[config.mk]
export PLATFORM = sky130hd
export DESIGN_NAME = magnetometer_minmax_iron_calibration_core
export DESIGN_NICKNAME = d
export VERILOG_FILES = /design/src/design/mmic_pkg.sv /design/src/design/mmic_lane.sv /design/src/design/magnetometer_minmax_iron_calibration_core.sv
export SDC_FILE = /design/constraint.sdc
export NUM_CORES = 1
export LEC_CHECK = 0
export ABC_CLOCK_PERIOD_IN_PS = 15800
export BUFFER_PORTS_ARGS = -buffer_cell sky130_fd_sc_hd__buf_2
export CAP_MARGIN = 20
export CORE_MARGIN = 2
export CORE_UTILIZATION = 50
export DETAILED_ROUTE_END_ITERATION = 12
export PLACE_DENSITY = 0.62
export RECOVER_POWER = 100
export SKIP_CTS_REPAIR_TIMING = 1
export SLEW_MARGIN = 20
export SYNTH_ARGS = -nofsm -noshare
export SYNTH_HDL_FRONTEND = slang
export SYNTH_SLANG_ARGS = --single-unit
[constraint.sdc]
create_clock -name clk -period 15.8 [get_ports clk]
set_input_delay 1.58 -clock clk [delete_from_list [all_inputs] [get_ports clk]]
set_output_delay 1.58 -clock clk [all_outputs]
set_load 0.02 [all_outputs]
[src/design/mmic_pkg.sv]
// Shared types and constants for the magnetometer min/max iron calibration core.
`default_nettype none

package mmic_pkg;

  localparam int SAMPLE_BITS_DEF = 13;
  localparam int SCALE_FRAC_DEF  = 16;
  localparam int SCALE_INT_BITS  = 8;
  localparam int CAL_BITS        = 16;
  localparam int CAL_POS_MAX     = 32767;
  localparam int CAL_NEG_MAX     = 32768;

  typedef enum logic [1:0] {
    OP_SAMPLE = 2'd0,
    OP_START  = 2'd1,
    OP_STOP   = 2'd2
  } op_t;

  typedef enum logic [2:0] {
    ST_IDLE,
    ST_MUL,
    ST_MUL_DONE,
    ST_DIV,
    ST_DIV_DONE
  } state_t;

  // Control from the sequencer to each axis lane
  typedef struct packed {
    logic load;
    logic step;
    logic div;
  } lane_ctrl_t;

endpackage

`default_nettype wire

[src/design/mmic_lane.sv]
// One axis lane: bit-serial shift-add multiplier and restoring divider on shared registers.
`default_nettype none

module mmic_lane #(
  parameter int SAMPLE_BITS     = mmic_pkg::SAMPLE_BITS_DEF,
  parameter int SCALE_FRAC_BITS = mmic_pkg::SCALE_FRAC_DEF
) (
  input  wire logic                                       clk,
  input  wire mmic_pkg::lane_ctrl_t                       ctrl,
  input  wire logic [SAMPLE_BITS:0]                       opa,
  input  wire logic [SAMPLE_BITS+SCALE_FRAC_BITS:0]       load_lo,
  output logic [SAMPLE_BITS+mmic_pkg::SCALE_INT_BITS:0]   prod_mag,
  output logic [SAMPLE_BITS+SCALE_FRAC_BITS:0]            quot
);

  localparam int W    = SAMPLE_BITS + 1;
  localparam int LO_W = W + SCALE_FRAC_BITS;
  localparam int IW   = mmic_pkg::SCALE_INT_BITS;

  logic [W-1:0]    hi_r;
  logic [LO_W-1:0] lo_r;
  logic [W-1:0]    opa_r;

  logic [W:0]   add_sum;
  logic [W:0]   trial;
  logic [W:0]   sub_diff;
  logic         q_bit;
  logic [W-1:0] rem_nxt;

  always_comb begin
    // multiply: LSB of the multiplier selects an add, then shift right
    add_sum  = {1'b0, hi_r} + (lo_r[0] ? {1'b0, opa_r} : '0);
    // divide: bring down next dividend bit, subtract if it fits
    trial    = {hi_r, lo_r[LO_W-1]};
    sub_diff = trial - {1'b0, opa_r};
    q_bit    = (trial >= {1'b0, opa_r});
    rem_nxt  = q_bit ? sub_diff[W-1:0] : trial[W-1:0];
  end

  always_ff @(posedge clk) begin
    if (ctrl.load) begin
      hi_r  <= '0;
      lo_r  <= load_lo;
      opa_r <= opa;
    end else if (ctrl.step) begin
      if (ctrl.div) begin
        hi_r <= rem_nxt;
        lo_r <= {lo_r[LO_W-2:0], q_bit};
      end else begin
        hi_r <= add_sum[W:1];
        lo_r <= {add_sum[0], lo_r[LO_W-1:1]};
      end
    end
  end

  // product bits above the fraction: upper word plus the integer bits of the low word
  assign prod_mag = {hi_r, lo_r[LO_W-1 -: IW]};
  assign quot     = lo_r;

endmodule

`default_nettype wire

[src/design/magnetometer_minmax_iron_calibration_core.sv]
// Sample item: accepted in idle, then a shift-add multiply over the scale bits, then the
//   output register is loaded, waiting there while the output is stalled.
// Stop item: a restoring divide over every dividend bit, then the scales are written.
// Start and unused opcodes complete at accept. One item in work at a time; the three axes run
//   in parallel bit-serial lanes, so a new item is accepted only once back in idle.
// Reset (synchronous, rst_n low) clears tracking, min/max, centers, scales and enables.
`default_nettype none

module magnetometer_minmax_iron_calibration_core #(
  parameter int SAMPLE_BITS     = mmic_pkg::SAMPLE_BITS_DEF,
  parameter int SCALE_FRAC_BITS = mmic_pkg::SCALE_FRAC_DEF
) (
  input  wire logic                                 clk,
  input  wire logic                                 rst_n,
  input  wire logic                                 in_tvalid,
  output logic                                      in_tready,
  input  wire logic [((3*SAMPLE_BITS+7)/8)*8-1:0]   in_tdata,   // sample_x, sample_y, sample_z
  input  wire logic [1:0]                           in_tuser,   // opcode
  output logic                                      out_tvalid,
  input  wire logic                                 out_tready,
  output logic [3*mmic_pkg::CAL_BITS-1:0]           out_tdata,  // cal_x, cal_y, cal_z
  output logic [2:0]                                out_tuser   // hard_active, soft_active, saturated
);

  localparam int SB         = SAMPLE_BITS;
  localparam int W          = SB + 1;
  localparam int SCALE_BITS = mmic_pkg::SCALE_INT_BITS + SCALE_FRAC_BITS;
  localparam int LO_W       = W + SCALE_FRAC_BITS;
  localparam int MAG_W      = W + mmic_pkg::SCALE_INT_BITS;
  localparam int CNT_W      = $clog2(LO_W + 1);
  localparam int CW         = mmic_pkg::CAL_BITS;

  localparam logic [SCALE_BITS-1:0] SCALE_ONE = SCALE_BITS'(1) << SCALE_FRAC_BITS;
  localparam logic [SCALE_BITS-1:0] SCALE_MAX = {SCALE_BITS{1'b1}};
  localparam logic [MAG_W-1:0]      POS_LIM   = MAG_W'(mmic_pkg::CAL_POS_MAX);
  localparam logic [MAG_W-1:0]      NEG_LIM   = MAG_W'(mmic_pkg::CAL_NEG_MAX);

  mmic_pkg::state_t     state_r, state_nxt;
  mmic_pkg::op_t        op;
  mmic_pkg::lane_ctrl_t ctrl;

  logic [CNT_W-1:0] cnt_r;
  logic             tracking_r, first_r, hard_en_r, soft_en_r;
  logic             maxspan_zero_r;
  logic             span_zero_r [3];
  logic             neg_r [3];
  logic signed [SB-1:0]  min_r [3];
  logic signed [SB-1:0]  max_r [3];
  logic signed [SB-1:0]  center_r [3];
  logic [SCALE_BITS-1:0] scale_r [3];

  logic            out_tvalid_r;
  logic [3*CW-1:0] out_tdata_r;
  logic [2:0]      out_tuser_r;

  logic in_fire, out_load, scale_wr, last_mul, last_div;

  logic signed [SB-1:0] smp [3];
  logic signed [W-1:0]  diff [3];
  logic signed [W-1:0]  csum [3];
  logic [W-1:0]         cadj [3];
  logic signed [W-1:0]  span_s [3];
  logic [W-1:0]         span [3];
  logic [W-1:0]         maxspan;
  logic [W-1:0]         mag_in [3];
  logic [W-1:0]         opa [3];
  logic [LO_W-1:0]      load_lo [3];
  logic [MAG_W-1:0]     prod [3];
  logic [LO_W-1:0]      quot [3];
  logic                 sat_ax [3];
  logic [CW-1:0]        cal [3];
  logic [SCALE_BITS-1:0] scale_fin [3];

  assign op       = mmic_pkg::op_t'(in_tuser);
  assign in_fire  = in_tvalid & in_tready;
  assign last_mul = (cnt_r == CNT_W'(SCALE_BITS - 1));
  assign last_div = (cnt_r == CNT_W'(LO_W - 1));

  // ---------------- per-axis datapath at accept ----------------
  always_comb begin
    for (int i = 0; i < 3; i++) begin
      smp[i]    = in_tdata[i*SB +: SB];
      diff[i]   = {smp[i][SB-1], smp[i]}
                  - (hard_en_r ? {center_r[i][SB-1], center_r[i]} : W'(0));
      mag_in[i] = diff[i][W-1] ? W'(-diff[i]) : W'(diff[i]);
      // midpoint rounded toward zero: add one before the shift when negative
      csum[i]   = {min_r[i][SB-1], min_r[i]} + {max_r[i][SB-1], max_r[i]};
      cadj[i]   = csum[i] + W'(csum[i][W-1]);
      span_s[i] = {max_r[i][SB-1], max_r[i]} - {min_r[i][SB-1], min_r[i]};
      span[i]   = span_s[i][W-1] ? '0 : span_s[i];
    end
    maxspan = span[0];
    if (span[1] > maxspan) maxspan = span[1];
    if (span[2] > maxspan) maxspan = span[2];
    for (int i = 0; i < 3; i++) begin
      if (op == mmic_pkg::OP_STOP) begin
        opa[i]     = span[i];
        load_lo[i] = {maxspan, {SCALE_FRAC_BITS{1'b0}}};
      end else begin
        opa[i]     = mag_in[i];
        load_lo[i] = LO_W'(soft_en_r ? scale_r[i] : SCALE_ONE);
      end
    end
  end

  for (genvar g = 0; g < 3; g++) begin : g_lane
    mmic_lane #(
      .SAMPLE_BITS    (SAMPLE_BITS),
      .SCALE_FRAC_BITS(SCALE_FRAC_BITS)
    ) u_lane (
      .clk     (clk),
      .ctrl    (ctrl),
      .opa     (opa[g]),
      .load_lo (load_lo[g]),
      .prod_mag(prod[g]),
      .quot    (quot[g])
    );
  end

  // ---------------- result shaping ----------------
  always_comb begin
    for (int i = 0; i < 3; i++) begin
      sat_ax[i] = neg_r[i] ? (prod[i] > NEG_LIM) : (prod[i] > POS_LIM);
      if (sat_ax[i])
        cal[i] = neg_r[i] ? CW'(mmic_pkg::CAL_NEG_MAX) : CW'(mmic_pkg::CAL_POS_MAX);
      else
        cal[i] = neg_r[i] ? -prod[i][CW-1:0] : prod[i][CW-1:0];
      if (maxspan_zero_r)
        scale_fin[i] = SCALE_ONE;
      else if (span_zero_r[i] || (quot[i][LO_W-1:SCALE_BITS] != '0))
        scale_fin[i] = SCALE_MAX;
      else
        scale_fin[i] = quot[i][SCALE_BITS-1:0];
    end
  end

  // ---------------- sequencer ----------------
  always_comb begin
    state_nxt = state_r;
    unique case (state_r)
      mmic_pkg::ST_IDLE: begin
        if (in_fire) begin
          unique case (op)
            mmic_pkg::OP_SAMPLE: state_nxt = mmic_pkg::ST_MUL;
            mmic_pkg::OP_STOP:   state_nxt = mmic_pkg::ST_DIV;
            default:             state_nxt = mmic_pkg::ST_IDLE;
          endcase
        end
      end
      mmic_pkg::ST_MUL:      if (last_mul) state_nxt = mmic_pkg::ST_MUL_DONE;
      mmic_pkg::ST_MUL_DONE: if (!out_tvalid_r || out_tready) state_nxt = mmic_pkg::ST_IDLE;
      mmic_pkg::ST_DIV:      if (last_div) state_nxt = mmic_pkg::ST_DIV_DONE;
      mmic_pkg::ST_DIV_DONE: state_nxt = mmic_pkg::ST_IDLE;
      default:               state_nxt = mmic_pkg::ST_IDLE;
    endcase
  end

  always_comb begin
    in_tready = (state_r == mmic_pkg::ST_IDLE);
    ctrl.load = in_fire && ((op == mmic_pkg::OP_SAMPLE) || (op == mmic_pkg::OP_STOP));
    ctrl.step = (state_r == mmic_pkg::ST_MUL) || (state_r == mmic_pkg::ST_DIV);
    ctrl.div  = (state_r == mmic_pkg::ST_DIV);
    out_load  = (state_r == mmic_pkg::ST_MUL_DONE) && (!out_tvalid_r || out_tready);
    scale_wr  = (state_r == mmic_pkg::ST_DIV_DONE);
  end

  always_ff @(posedge clk) begin
    if (!rst_n) begin
      state_r        <= mmic_pkg::ST_IDLE;
      cnt_r          <= '0;
      tracking_r     <= 1'b0;
      first_r        <= 1'b1;
      hard_en_r      <= 1'b0;
      soft_en_r      <= 1'b0;
      maxspan_zero_r <= 1'b0;
      out_tvalid_r   <= 1'b0;
      for (int i = 0; i < 3; i++) begin
        min_r[i]       <= '0;
        max_r[i]       <= '0;
        center_r[i]    <= '0;
        scale_r[i]     <= '0;
        span_zero_r[i] <= 1'b0;
        neg_r[i]       <= 1'b0;
      end
    end else begin
      state_r <= state_nxt;
      if (ctrl.load)
        cnt_r <= '0;
      else if (ctrl.step)
        cnt_r <= cnt_r + CNT_W'(1);

      if (in_fire) begin
        case (op)
          mmic_pkg::OP_START: begin
            tracking_r <= 1'b1;
            first_r    <= 1'b1;
            for (int i = 0; i < 3; i++) begin
              min_r[i] <= '0;
              max_r[i] <= '0;
            end
          end
          mmic_pkg::OP_STOP: begin
            maxspan_zero_r <= (maxspan == '0);
            for (int i = 0; i < 3; i++) begin
              center_r[i]    <= cadj[i][W-1:1];
              span_zero_r[i] <= (span[i] == '0);
            end
          end
          mmic_pkg::OP_SAMPLE: begin
            for (int i = 0; i < 3; i++) begin
              neg_r[i] <= diff[i][W-1];
              if (tracking_r) begin
                if (first_r || (smp[i] < min_r[i])) min_r[i] <= smp[i];
                if (first_r || (smp[i] > max_r[i])) max_r[i] <= smp[i];
              end
            end
            if (tracking_r) first_r <= 1'b0;
          end
          default: ;
        endcase
      end

      if (scale_wr) begin
        hard_en_r <= 1'b1;
        soft_en_r <= 1'b1;
        for (int i = 0; i < 3; i++)
          scale_r[i] <= scale_fin[i];
      end

      if (out_load)
        out_tvalid_r <= 1'b1;
      else if (out_tready)
        out_tvalid_r <= 1'b0;
    end
  end

  always_ff @(posedge clk) begin
    if (out_load) begin
      out_tdata_r <= {cal[2], cal[1], cal[0]};
      out_tuser_r <= {sat_ax[0] | sat_ax[1] | sat_ax[2], soft_en_r, hard_en_r};
    end
  end

  assign out_tvalid = out_tvalid_r;
  assign out_tdata  = out_tdata_r;
  assign out_tuser  = out_tuser_r;

`ifndef SYNTHESIS
  a_min_le_max: assert property (@(posedge clk) disable iff (!rst_n)
    (min_r[0] <= max_r[0]) && (min_r[1] <= max_r[1]) && (min_r[2] <= max_r[2]))
    else $error("axis min above max");

  a_sample_starts_mul: assert property (@(posedge clk) disable iff (!rst_n)
    (in_fire && (op == mmic_pkg::OP_SAMPLE)) |=> (state_r == mmic_pkg::ST_MUL))
    else $error("sample item did not start the multiply");

  a_mul_count: assert property (@(posedge clk) disable iff (!rst_n)
    (state_r == mmic_pkg::ST_MUL) |-> (cnt_r < CNT_W'(SCALE_BITS)))
    else $error("multiply step count overrun");

  a_stop_enables: assert property (@(posedge clk) disable iff (!rst_n)
    (state_r == mmic_pkg::ST_DIV_DONE) |=> (hard_en_r && soft_en_r))
    else $error("corrections not enabled after stop");

  a_out_hold: assert property (@(posedge clk) disable iff (!rst_n)
    (state_r == mmic_pkg::ST_MUL_DONE && out_tvalid_r && !out_tready)
      |=> (state_r == mmic_pkg::ST_MUL_DONE))
    else $error("result dropped while output stalled");
`endif

endmodule

`default_nettype wire
==> summary.md, run 1 <==
| Metric | Value |
|---|---|
| Outcome | complete, but fails checks |
| Failing checks | capacitance limit, slew limit |
| Ys async rst share | 0 |
| Post-synth top flop | edfxtp_1 |
| Netlist Area Pre-Place | 32900 um^2 |
| Count of state elements after synthesis | 432 |
| Synthesized Nets | 3963 |
| PnR worst setup slack | 5.29 ns |
| Placed Cells | 4430 |
| Clk root buf | clkbuf_16 |
| Worst hold slack | 0.521 ns |
| Clock sinks | 432 |
| DRT Pass-1 Iters | 5 |
| Number of synthesized flops with an enable pin | 377 |
| Final GP Congestion | a little over 0.9 |
| Pwr Total | approximately 4.9 mW |
| CTS tree | built |
| Die area | 67800 um^2 |
| Slew Limit Fails | 859 |
| Share of cells above drive strength 1 | 0.0504 |
| Vias in the first global route | 26000 |
| Crit Path Class | in2reg |
| Synth Warn # | 0 |
| Site Rows | 94 |
| Via density | 5.91 |
| Num CTS Buffers | 50 |
| Hold Vio Cnt, Final | 0 |
| Post-DRT Antenna Nets | 0 |
| Worst ir drop on vdd | 0.0902 mV |
| Slew margin rel. | -1.86 |
| Final setup vio count | 0 |
| Reg2Reg Setup Slack | 5.75 ns |
| Yosys cell types | 84 |
| DR iter-0 viols | about 1900 |
| Gr ovfl total | 0 |
| RR Startpoint | state_r[1] |
| Critical path capture point type | flop |
| Final TNS setup | 0 ns |
| Drt total wl | 90900 um |
| Post-DP HPWL | 68200 um |
| Hold Crit Class | reg2reg |
| Pwr Density | 136 nW/um^2 |
| Initial antenna violation count | 0 |
| Minimum clock period | roughly 11 ns |
| Later-pin clock latency in the skew report | 0.61 ns |
| Hold depth | 2 |
| Post-Syn Area per Cell | 9.16 um^2 |
| Global-route wire length before repair | approximately 140000 um |
| Finished layout cell area | roughly 36000 um^2 |
| P_leak | ~14 nW |
| RR Endpoint | g_lane[1].u_lane.quot[22] |
| Area after DPL | ~34000 um^2 |
| H-tree levels | 2 |
| I/O Buffers | between 90 and 100 |
| Nature of the critical path startpoint | input port |
| Fin nets | 3992 |
| Register area share after synthesis | 0.378 |
| Worst R2R Path Depth | 6 |
| Max Buffers Root-to-Sink | 3 |
| Final period util | 0.665 |
| Die width | 260 um |
| Area Growth Syn to Fin | 8.38% |
| Final Util | 0.545 |
| Mapped Cells | 3589 |
| Gr usage total | 0.263 |
| Unrepaired setup endpoints after global routing | no |
| Largest net degree at the start of global routing | 73 |
| Die height | ~260 um |
| Initial Util | 0.503 |
| Core Area | between 60000 and 70000 um^2 |
| Final Non-Filler Cells | approximately 4500 |
| Avg WL per Cell | 20.1 um |
| Max Clk Rate | between 0.09 and 0.1 GHz |
| Hold worst-path end | g_lane[0].u_lane.quot[13] |
| Clock Skews | 0.0223 ns |
| DRC viols | 0 |
| Post-Place Worst Slack | 8.10 ns |
| Most common cell after layout, fill and taps aside | edfxtp_1 |
| Leading cell types in the layout, fill and taps excluded | edfxtp_1, nand2_1, ha_1, nor2_1, a21oi_1 |
| Clock transition at the registers of the reported paths | 0.06 ns |
| Worst Path Required | 15.91 ns |
| Maximum fanout along the worst path | 70 |
| I/O pin cnt | 99 |
| Worst EP arrival | 10.62 ns |
| Actual slew at the worst max-slew pin | 4.29 ns |
| Via Count | 26700 |
| Max Cap Viol | 16 |
| Worst hold start | scale_r[0][13] |
flip-flops by register name, indices dropped and copies added, names as in the netlist, 2 cells and up:
register	flops
state_r	3
out_tuser	2
g_lane.u_lane.hi_r	42
min_r	39
span_zero_r	3
g_lane.u_lane.opa_r	42
neg_r	3
out_tdata	48
cnt_r	5
scale_r	72
max_r	39
g_lane.u_lane.quot	90
center_r	39
cell type report:
cell class	instances	area, um^2
multi-input cells	2780	19100
inverters	231	870
well taps	864	1080
diodes	1	2.50
clock inverters	31	338
flip-flops and latches	432	12400
repair buffers	123	568
clock buffers	57	1290
fillers	6012	29800
cell usage after synthesis (all sizes together) (58+ instances only):
library cell    n  area (um^2)
inv           231          867
and2           60          375
xnor2         146         1280
nand2         346         1300
clkbuf        134          503
ha            313         3920
xor2           83          727
nand3          58          290
nor3           73          365
mux2i          85          851
o21ai         243         1220
nor2b         128          801
nor2          277         1040
edfxtp        377        11300
a21o           73          548
o21a          107          803
a21oi         245         1230
metal layers:
metal  wire length, um  GRT usage
met3              4430     0.0309
met4              2270     0.0733
met5                 0          0
met2             42900      0.449
met1             41300      0.353
logic make-up (layout without fill, tap and decap cells):
group,after synthesis,in the layout,share of synthesized area
other,0,1,0
multiplexers,96,96,0.0296
XOR/XNOR,229,229,0.0610
flip-flops,432,432,0.378
buffers and inverters,377,442,0.0435
AND/OR/NAND/NOR,1168,1168,0.173
AO/OA/AOI/OAI,959,959,0.187
adder cells (fa/ha/maj),328,328,0.128
report_power, final:
group	switching [mW]	total, mW	internal (mW)
registers	0.200	1.68	1.48
clock network	0.488	1.17	0.682
logic	1.22	2.00	0.780
worst max-delay path: stages:
cell	delay, ns
clkbuf_1	0.33
nor4_1	0.53
nand2_2	0.12
clkinvlp_2	1.38
clkbuf_1	2.31
nor2_1	0.26
clkinvlp_2	0.81
clkbuf_1	3.04
how the worst max path moves through the flow:
stage | from | end | slack (ns) | depth (start not counted)
3_3_place_gp | max_r[0][10] | maxspan_zero_r | 8.06 | 24
6_report | in_tuser[0] | g_lane[2].u_lane.quot[8] | 5.29 | 8
4_1_cts | max_r[0][10] | maxspan_zero_r | 8.04 | 24
3_5_place_dp | max_r[0][10] | maxspan_zero_r | 8.10 | 24
2_1_floorplan | out_tready | out_tdata[0] | 8.84 | 2
5_1_grt | in_tuser[0] | g_lane[0].u_lane.quot[8] | 4.39 | 8
Power figures use the tool's default switching activity.
==> inputs of run 2 (changes only) <==
--- a/config.mk
+++ b/config.mk
@@ -5,7 +5,7 @@
 export SDC_FILE = /design/constraint.sdc
 export NUM_CORES = 1
 export LEC_CHECK = 0
-export ABC_CLOCK_PERIOD_IN_PS = 15800
+export ABC_CLOCK_PERIOD_IN_PS = 10850
 export BUFFER_PORTS_ARGS = -buffer_cell sky130_fd_sc_hd__buf_2
 export CAP_MARGIN = 20
 export CORE_MARGIN = 2
==> constraint.sdc (replaced) <==
create_clock -name clk -period 10.85 [get_ports clk]
set_input_delay 1.085 -clock clk [delete_from_list [all_inputs] [get_ports clk]]
set_output_delay 1.085 -clock clk [all_outputs]
set_load 0.02 [all_outputs]
==> run 2 against run 1 <==
The run still ends with capacitance limit, slew limit left. First-iteration DRC count grew 3.9%. Cell count hardly changed. Non-clock buffer count shrank 2. Global-route usage down 0.21 points. Core utilization about the same. Clock power rose by 47%. Total power grew 46%. Count of clock-buffer cells in the layout rose by 9.
==> summary.md, run 2 (synthesis results as in run 1) <==
| Metric | Value |
|---|---|
| Worst EP arrival | between 8 and 9 ns |
| H-tree levels | 2 |
| Vias in the first global route | 25800 |
| Flip-flop count of the largest register after layout | 90 |
| Most common cell after layout, fill and taps aside | edfxtp_1 |
| Global-route wire length before repair | 141000 um |
| Max Buffers Root-to-Sink | 3 |
| RR Startpoint | state_r[1] |
| P_leak | 14.0 nW |
| Fin nets | around 4000 |
| CTS tree | built |
| Final TNS setup | 0 ns |
| Sequential Area | 12400 um^2 |
| Site Rows | 94 |
| Leading cell types in the layout, fill and taps excluded | edfxtp_1, nand2_1, ha_1, nor2_1, a21oi_1 |
| Setup crit start | state_r[1] |
| FILL cells | between 6000 and 7000 |
| Hold Vio Cnt, Final | 0 |
| Pwr Total | 7.07 mW |
| Final setup vio count | 0 |
| Maximum fanout along the worst path | 64 |
| Actual slew at the worst max-slew pin | approximately 3.3 ns |
| Worst hold start | scale_r[0][53] |
| Initial antenna violation count | 0 |
| Post-DP HPWL | 68500 um |
| Core Area | 65400 um^2 |
| Clk root buf | clkbuf_16 |
| I/O pin cnt | 99 |
| Final GP Congestion | 0.935 |
| Worst ir drop on vdd | between 0.1 and 0.15 mV |
| Worst Path Required | around 11 ns |
| Slew margin rel. | -1.22 |
| Num CTS Buffers | 50 |
| Drt total wl | roughly 91000 um |
| Die area | 67800 um^2 |
| Clock transition at the registers of the reported paths | 0.06 ns |
| Via Count | 26800 |
| Minimum clock period | 8.54 ns |
| Critical path capture point type | flop |
| Final period util | 0.787 |
| Gr usage total | 0.261 |
| Clock Skews | about 0.017 ns |
| Via density | around 5.9 |
| Outcome | complete, but fails checks |
| Antenna cells | 0 |
| Gr ovfl total | 0 |
| Crit Path Class | reg2reg |
| Max Clk Rate | 0.117 GHz |
| Worst hold slack | about 0.52 ns |
| Slew Limit Fails | 856 |
| DRC viols | 0 |
| Failing checks | capacitance limit, slew limit |
| I/O Buffers | 97 |
| Largest net degree at the start of global routing | 73 |
| Initial Util | 0.503 |
| DRT Pass-1 Iters | 6 |
| Avg WL per Cell | ~20 um |
| Die width | 260 um |
| Pwr Density | roughly 200 nW/um^2 |
| Share of cells above drive strength 1 | 0.0506 |
| Die height | 260 um |
| Max Cap Viol | 16 |
| Later-pin clock latency in the skew report | 0.62 ns |
| Multi-input logic area | 19100 um^2 |
| Hold Crit Class | reg2reg |
| Clock sinks | between 400 and 500 |
| Nature of the critical path startpoint | flop |
| Post-DRT Antenna Nets | 0 |
| Area Growth Syn to Fin | 8.46% |
| Unrepaired setup endpoints after global routing | no |
| DR iter-0 viols | 1937 |
## run 2: cell count changes in the layout (fill, tap and decap cells not counted), moves of 2 or more
cell      change
clkbuf_1      +5
clkbuf_8      +4
buf_4         -3
clkinv_1      -3
clkbuf_2      +2
clkinv_4      -2
inv_16        +2
o21ai_0       -2
## run 2: final timing paths
path / end / slack [ns] / cells past startpoint
setup / recovery: g_lane[1].u_lane.quot[5] / 2.31 / 6
hold / removal: g_lane[2].u_lane.quot[5] / 0.52 / 2
setup reg to reg: g_lane[1].u_lane.quot[5] / 2.31 / 6
hold reg to reg: g_lane[2].u_lane.quot[5] / 0.52 / 2
## run 2: worst max-delay path: stages (launching register included)
cell and delay, ns:
dfxtp_1 0.34, clkbuf_1 1.96, inv_1 1.21, nor2_1 2.44, clkbuf_2 1.68, mux2i_1 0.33
o21ai_0 0.14
## run 2: final cells by class
type,instances,area share
Multi-Input combinational cell,2780,0.535
Clock inverter,24,0.00835
Clock buffer,66,0.0382
Tap cell,864,0.0303
Sequential cell,432,0.348
Inverter,231,0.0244
Timing Repair Buffer,121,0.0154
## run 2: per-layer routing
metal | wire length (um) | up-vias | GRT usage
li1 | - | 13100 | -
met1 | 40900 | 13000 | 0.352
met2 | 42800 | 658 | 0.441
met3 | 4230 | 152 | 0.0258
met4 | 2770 | 0 | 0.0844
met5 | 0 | - | 0
## run 2: stage by stage
step,cells,setup WS [ns],util,cell area [um^2]
global placement,4427,3.07,0.522,34100
detailed placement,4428,2.96,0.522,34200
finish,4518,2.31,0.545,35700
floorplan,3589,4.38,-,32900
global route,4518,1.87,0.545,35700
CTS,4518,2.92,0.548,35800
## run 2: where the power goes
| part | internal, mW | leakage, nW | switching (mW) |
|---|---|---|---|
| Clock | 1.01 | 0.806 | 0.714 |
| Combinational | 1.13 | 8.97 | 1.77 |
| Sequential | 2.15 | 4.18 | 0.294 |
==> inputs of run 3 (changes only) <==
--- a/config.mk
+++ b/config.mk
@@ -5,7 +5,7 @@
 export SDC_FILE = /design/constraint.sdc
 export NUM_CORES = 1
 export LEC_CHECK = 0
-export ABC_CLOCK_PERIOD_IN_PS = 10850
+export ABC_CLOCK_PERIOD_IN_PS = 8800
 export BUFFER_PORTS_ARGS = -buffer_cell sky130_fd_sc_hd__buf_2
 export CAP_MARGIN = 20
 export CORE_MARGIN = 2
==> constraint.sdc (replaced) <==
create_clock -name clk -period 8.8 [get_ports clk]
set_input_delay 0.88 -clock clk [delete_from_list [all_inputs] [get_ports clk]]
set_output_delay 0.88 -clock clk [all_outputs]
set_load 0.02 [all_outputs]
==> run 3 against run 2 <==
Fmax up 6.7%. Sequential power rose by 23%. The run still ends with capacitance limit, slew limit left. Sequential share of layout area down 0.054 points.
==> summary.md, run 3 (synthesis results as in run 1) <==
| Metric | Value |
|---|---|
| Outcome | complete, but fails checks |
| Failing checks | capacitance limit, slew limit |
| Gr ovfl total | 0 |
| Slew margin rel. | -1.36 |
| Hold Vio Cnt, Final | 0 |
| Final TNS setup | 0 ns |
| Final setup vio count | 0 |
| Site Rows | 94 |
| PnR worst setup slack | 0.792 ns |
| Max Buffers Root-to-Sink | 3 |
| Num CTS Buffers | 50 |
| Die height | 260 um |
| Net Sw Frac | 0.394 |
| DR iter-0 viols | 2080 |
| Combinational share of power | 0.409 |
| Clock power frac | 0.248 |
| Critical path capture point type | flop |
| Maximum fanout along the worst path | 14 |
| Placed Cells | 4433 |
| Clock transition at the registers of the reported paths | 0.07 ns |
| CTS tree | built |
| Max Cap Viol | 12 |
| H-tree levels | 2 |
| Most common cell after layout, fill and taps aside | edfxtp_1 |
| Clock Skews | 0.0318 ns |
| Minimum clock period | between 8 and 9 ns |
| Actual slew at the worst max-slew pin | 3.54 ns |
| DRC viols | 0 |
| Worst R2R Path Depth | 24 |
| Share of cells above drive strength 1 | 0.0532 |
| P_leak | 14.0 nW |
| Hold Crit Class | reg2reg |
| Die area | 67800 um^2 |
| Post-Place Worst Slack | ~1.2 ns |
| Die width | 260 um |
| Worst EP arrival | approximately 8.5 ns |
| Gr usage total | 0.265 |
| Clock sinks | 432 |
| Hold worst-path end | g_lane[1].u_lane.quot[0] |
| Crit Path Class | reg2reg |
| Via density | 5.95 |
| Vias in the first global route | 26000 |
| Initial Util | 0.503 |
| Sequential share of power | 0.343 |
| Via Count | 26900 |
| Leading cell types in the layout, fill and taps excluded | edfxtp_1, nand2_1, ha_1, nor2_1, a21oi_1 |
| Sw power | 3.45 mW |
| Worst ir drop on vdd | 0.182 mV |
| Power Internal | around 5.3 mW |
| I/O Buffers | 97 |
| RR Startpoint | max_r[0][10] |
| Max Clk Rate | about 0.12 GHz |
| Clk root buf | clkbuf_16 |
| I/O pin cnt | 99 |
| Worst Path Required | 9.33 ns |
| RR Endpoint | maxspan_zero_r |
| Post-DRT Antenna Nets | 0 |
| Post-DP HPWL | 68700 um |
| FILL cells | 5926 |
| Later-pin clock latency in the skew report | 0.63 ns |
| Global-route wire length before repair | 143000 um |
| Unrepaired setup endpoints after global routing | no |
| Area Growth Syn to Fin | 8.61% |
| Antenna cells | 0 |
| Avg WL per Cell | 20.2 um |
| Flip-flop count of the largest register after layout | 90 |
| Drt total wl | 91300 um |
| Core Area | 65400 um^2 |
| Nature of the critical path startpoint | flop |
| Final period util | 0.910 |
| Worst hold start | scale_r[0][24] |
| Final Non-Filler Cells | 4526 |
| Final GP Congestion | 0.939 |
| Largest net degree at the start of global routing | 73 |
| Initial antenna violation count | 0 |
| Reg2Reg Setup Slack | roughly 0.79 ns |
| Pwr Density | 246 nW/um^2 |
| DRT Pass-1 Iters | 5 |
| Fin nets | 3995 |
| Slew Limit Fails | approximately 580 |
| Hold depth | 2 |
[run 3: layout make-up]
class	count	area (um^2)	share of cell area
Clock buffer	59	1290	0.0363
Clock inverter	34	392	0.0110
Inverter	231	868	0.0243
Multi-Input combinational cell	2780	19100	0.534
Sequential cell	432	12400	0.348
Tap cell	864	1080	0.0303
Timing Repair Buffer	126	583	0.0163
[run 3: metrics by stage]
stage	instance area, um^2	total power, mW	util	hold slack [ns]
after global routing	35700	9.32	0.546	0.544
final	35700	8.77	0.546	0.525
after global placement	34200	6.49	0.523	0.492
after detailed placement	34200	6.60	0.523	0.512
after floorplan	32900	5.60	-	0.406
after CTS	35900	8.79	0.548	0.527
[run 3: power groups by stage]
stage | logic [mW] | registers [mW] | clock network [mW]
6_report | 3.59 | 3.01 | 2.17
5_1_grt | 3.99 | 3.05 | 2.28
4_1_cts | 3.59 | 2.99 | 2.21
3_5_place_dp | 3.56 | 3.04 | 0
3_3_place_gp | 3.46 | 3.02 | 0
2_1_floorplan | 2.65 | 2.95 | 0
[run 3: worst max-delay path, stage by stage (launching register included)]
cell and delay (ns):
edfxtp_1 0.44, ha_1 0.58, a21o_1 0.21, a211oi_1 0.11
and3_1 0.22, o22ai_1 0.69, nand3_1 0.43, ha_1 0.43
and4_1 0.22, nor3b_1 0.29, a21oi_2 0.19, nor2_1 0.54
mux2i_1 0.40, inv_1 0.08, ha_1 0.31, a21oi_1 0.12
a21boi_0 0.11, o31a_1 0.30, o21ai_1 0.51, clkbuf_1 0.46
nor2_1 0.11, a2111oi_1 0.35, nand4_1 0.15, or4_1 0.44
o31ai_2 0.21
[run 3: how the worst max path moves through the flow]
| stage | to | start |
|---|---|---|
| finish | maxspan_zero_r | max_r[0][10] |
| global route | maxspan_zero_r | max_r[0][10] |
| CTS | maxspan_zero_r | max_r[0][10] |
| detailed placement | maxspan_zero_r | max_r[0][10] |
| global placement | maxspan_zero_r | max_r[0][10] |
| floorplan | maxspan_zero_r | max_r[0][11] |
[run 3: per-layer routing]
layer / wire length, um / GRT usage / vias to the layer above / share of wire
li1: - / - / 13000 / -
met1: 41200 / 0.363 / 13000 / 0.45
met2: 42400 / 0.438 / 720 / 0.46
met3: 4550 / 0.0292 / 157 / 0.050
met4: 3110 / 0.0898 / 0 / 0.034
met5: 0 / 0 / - / 0
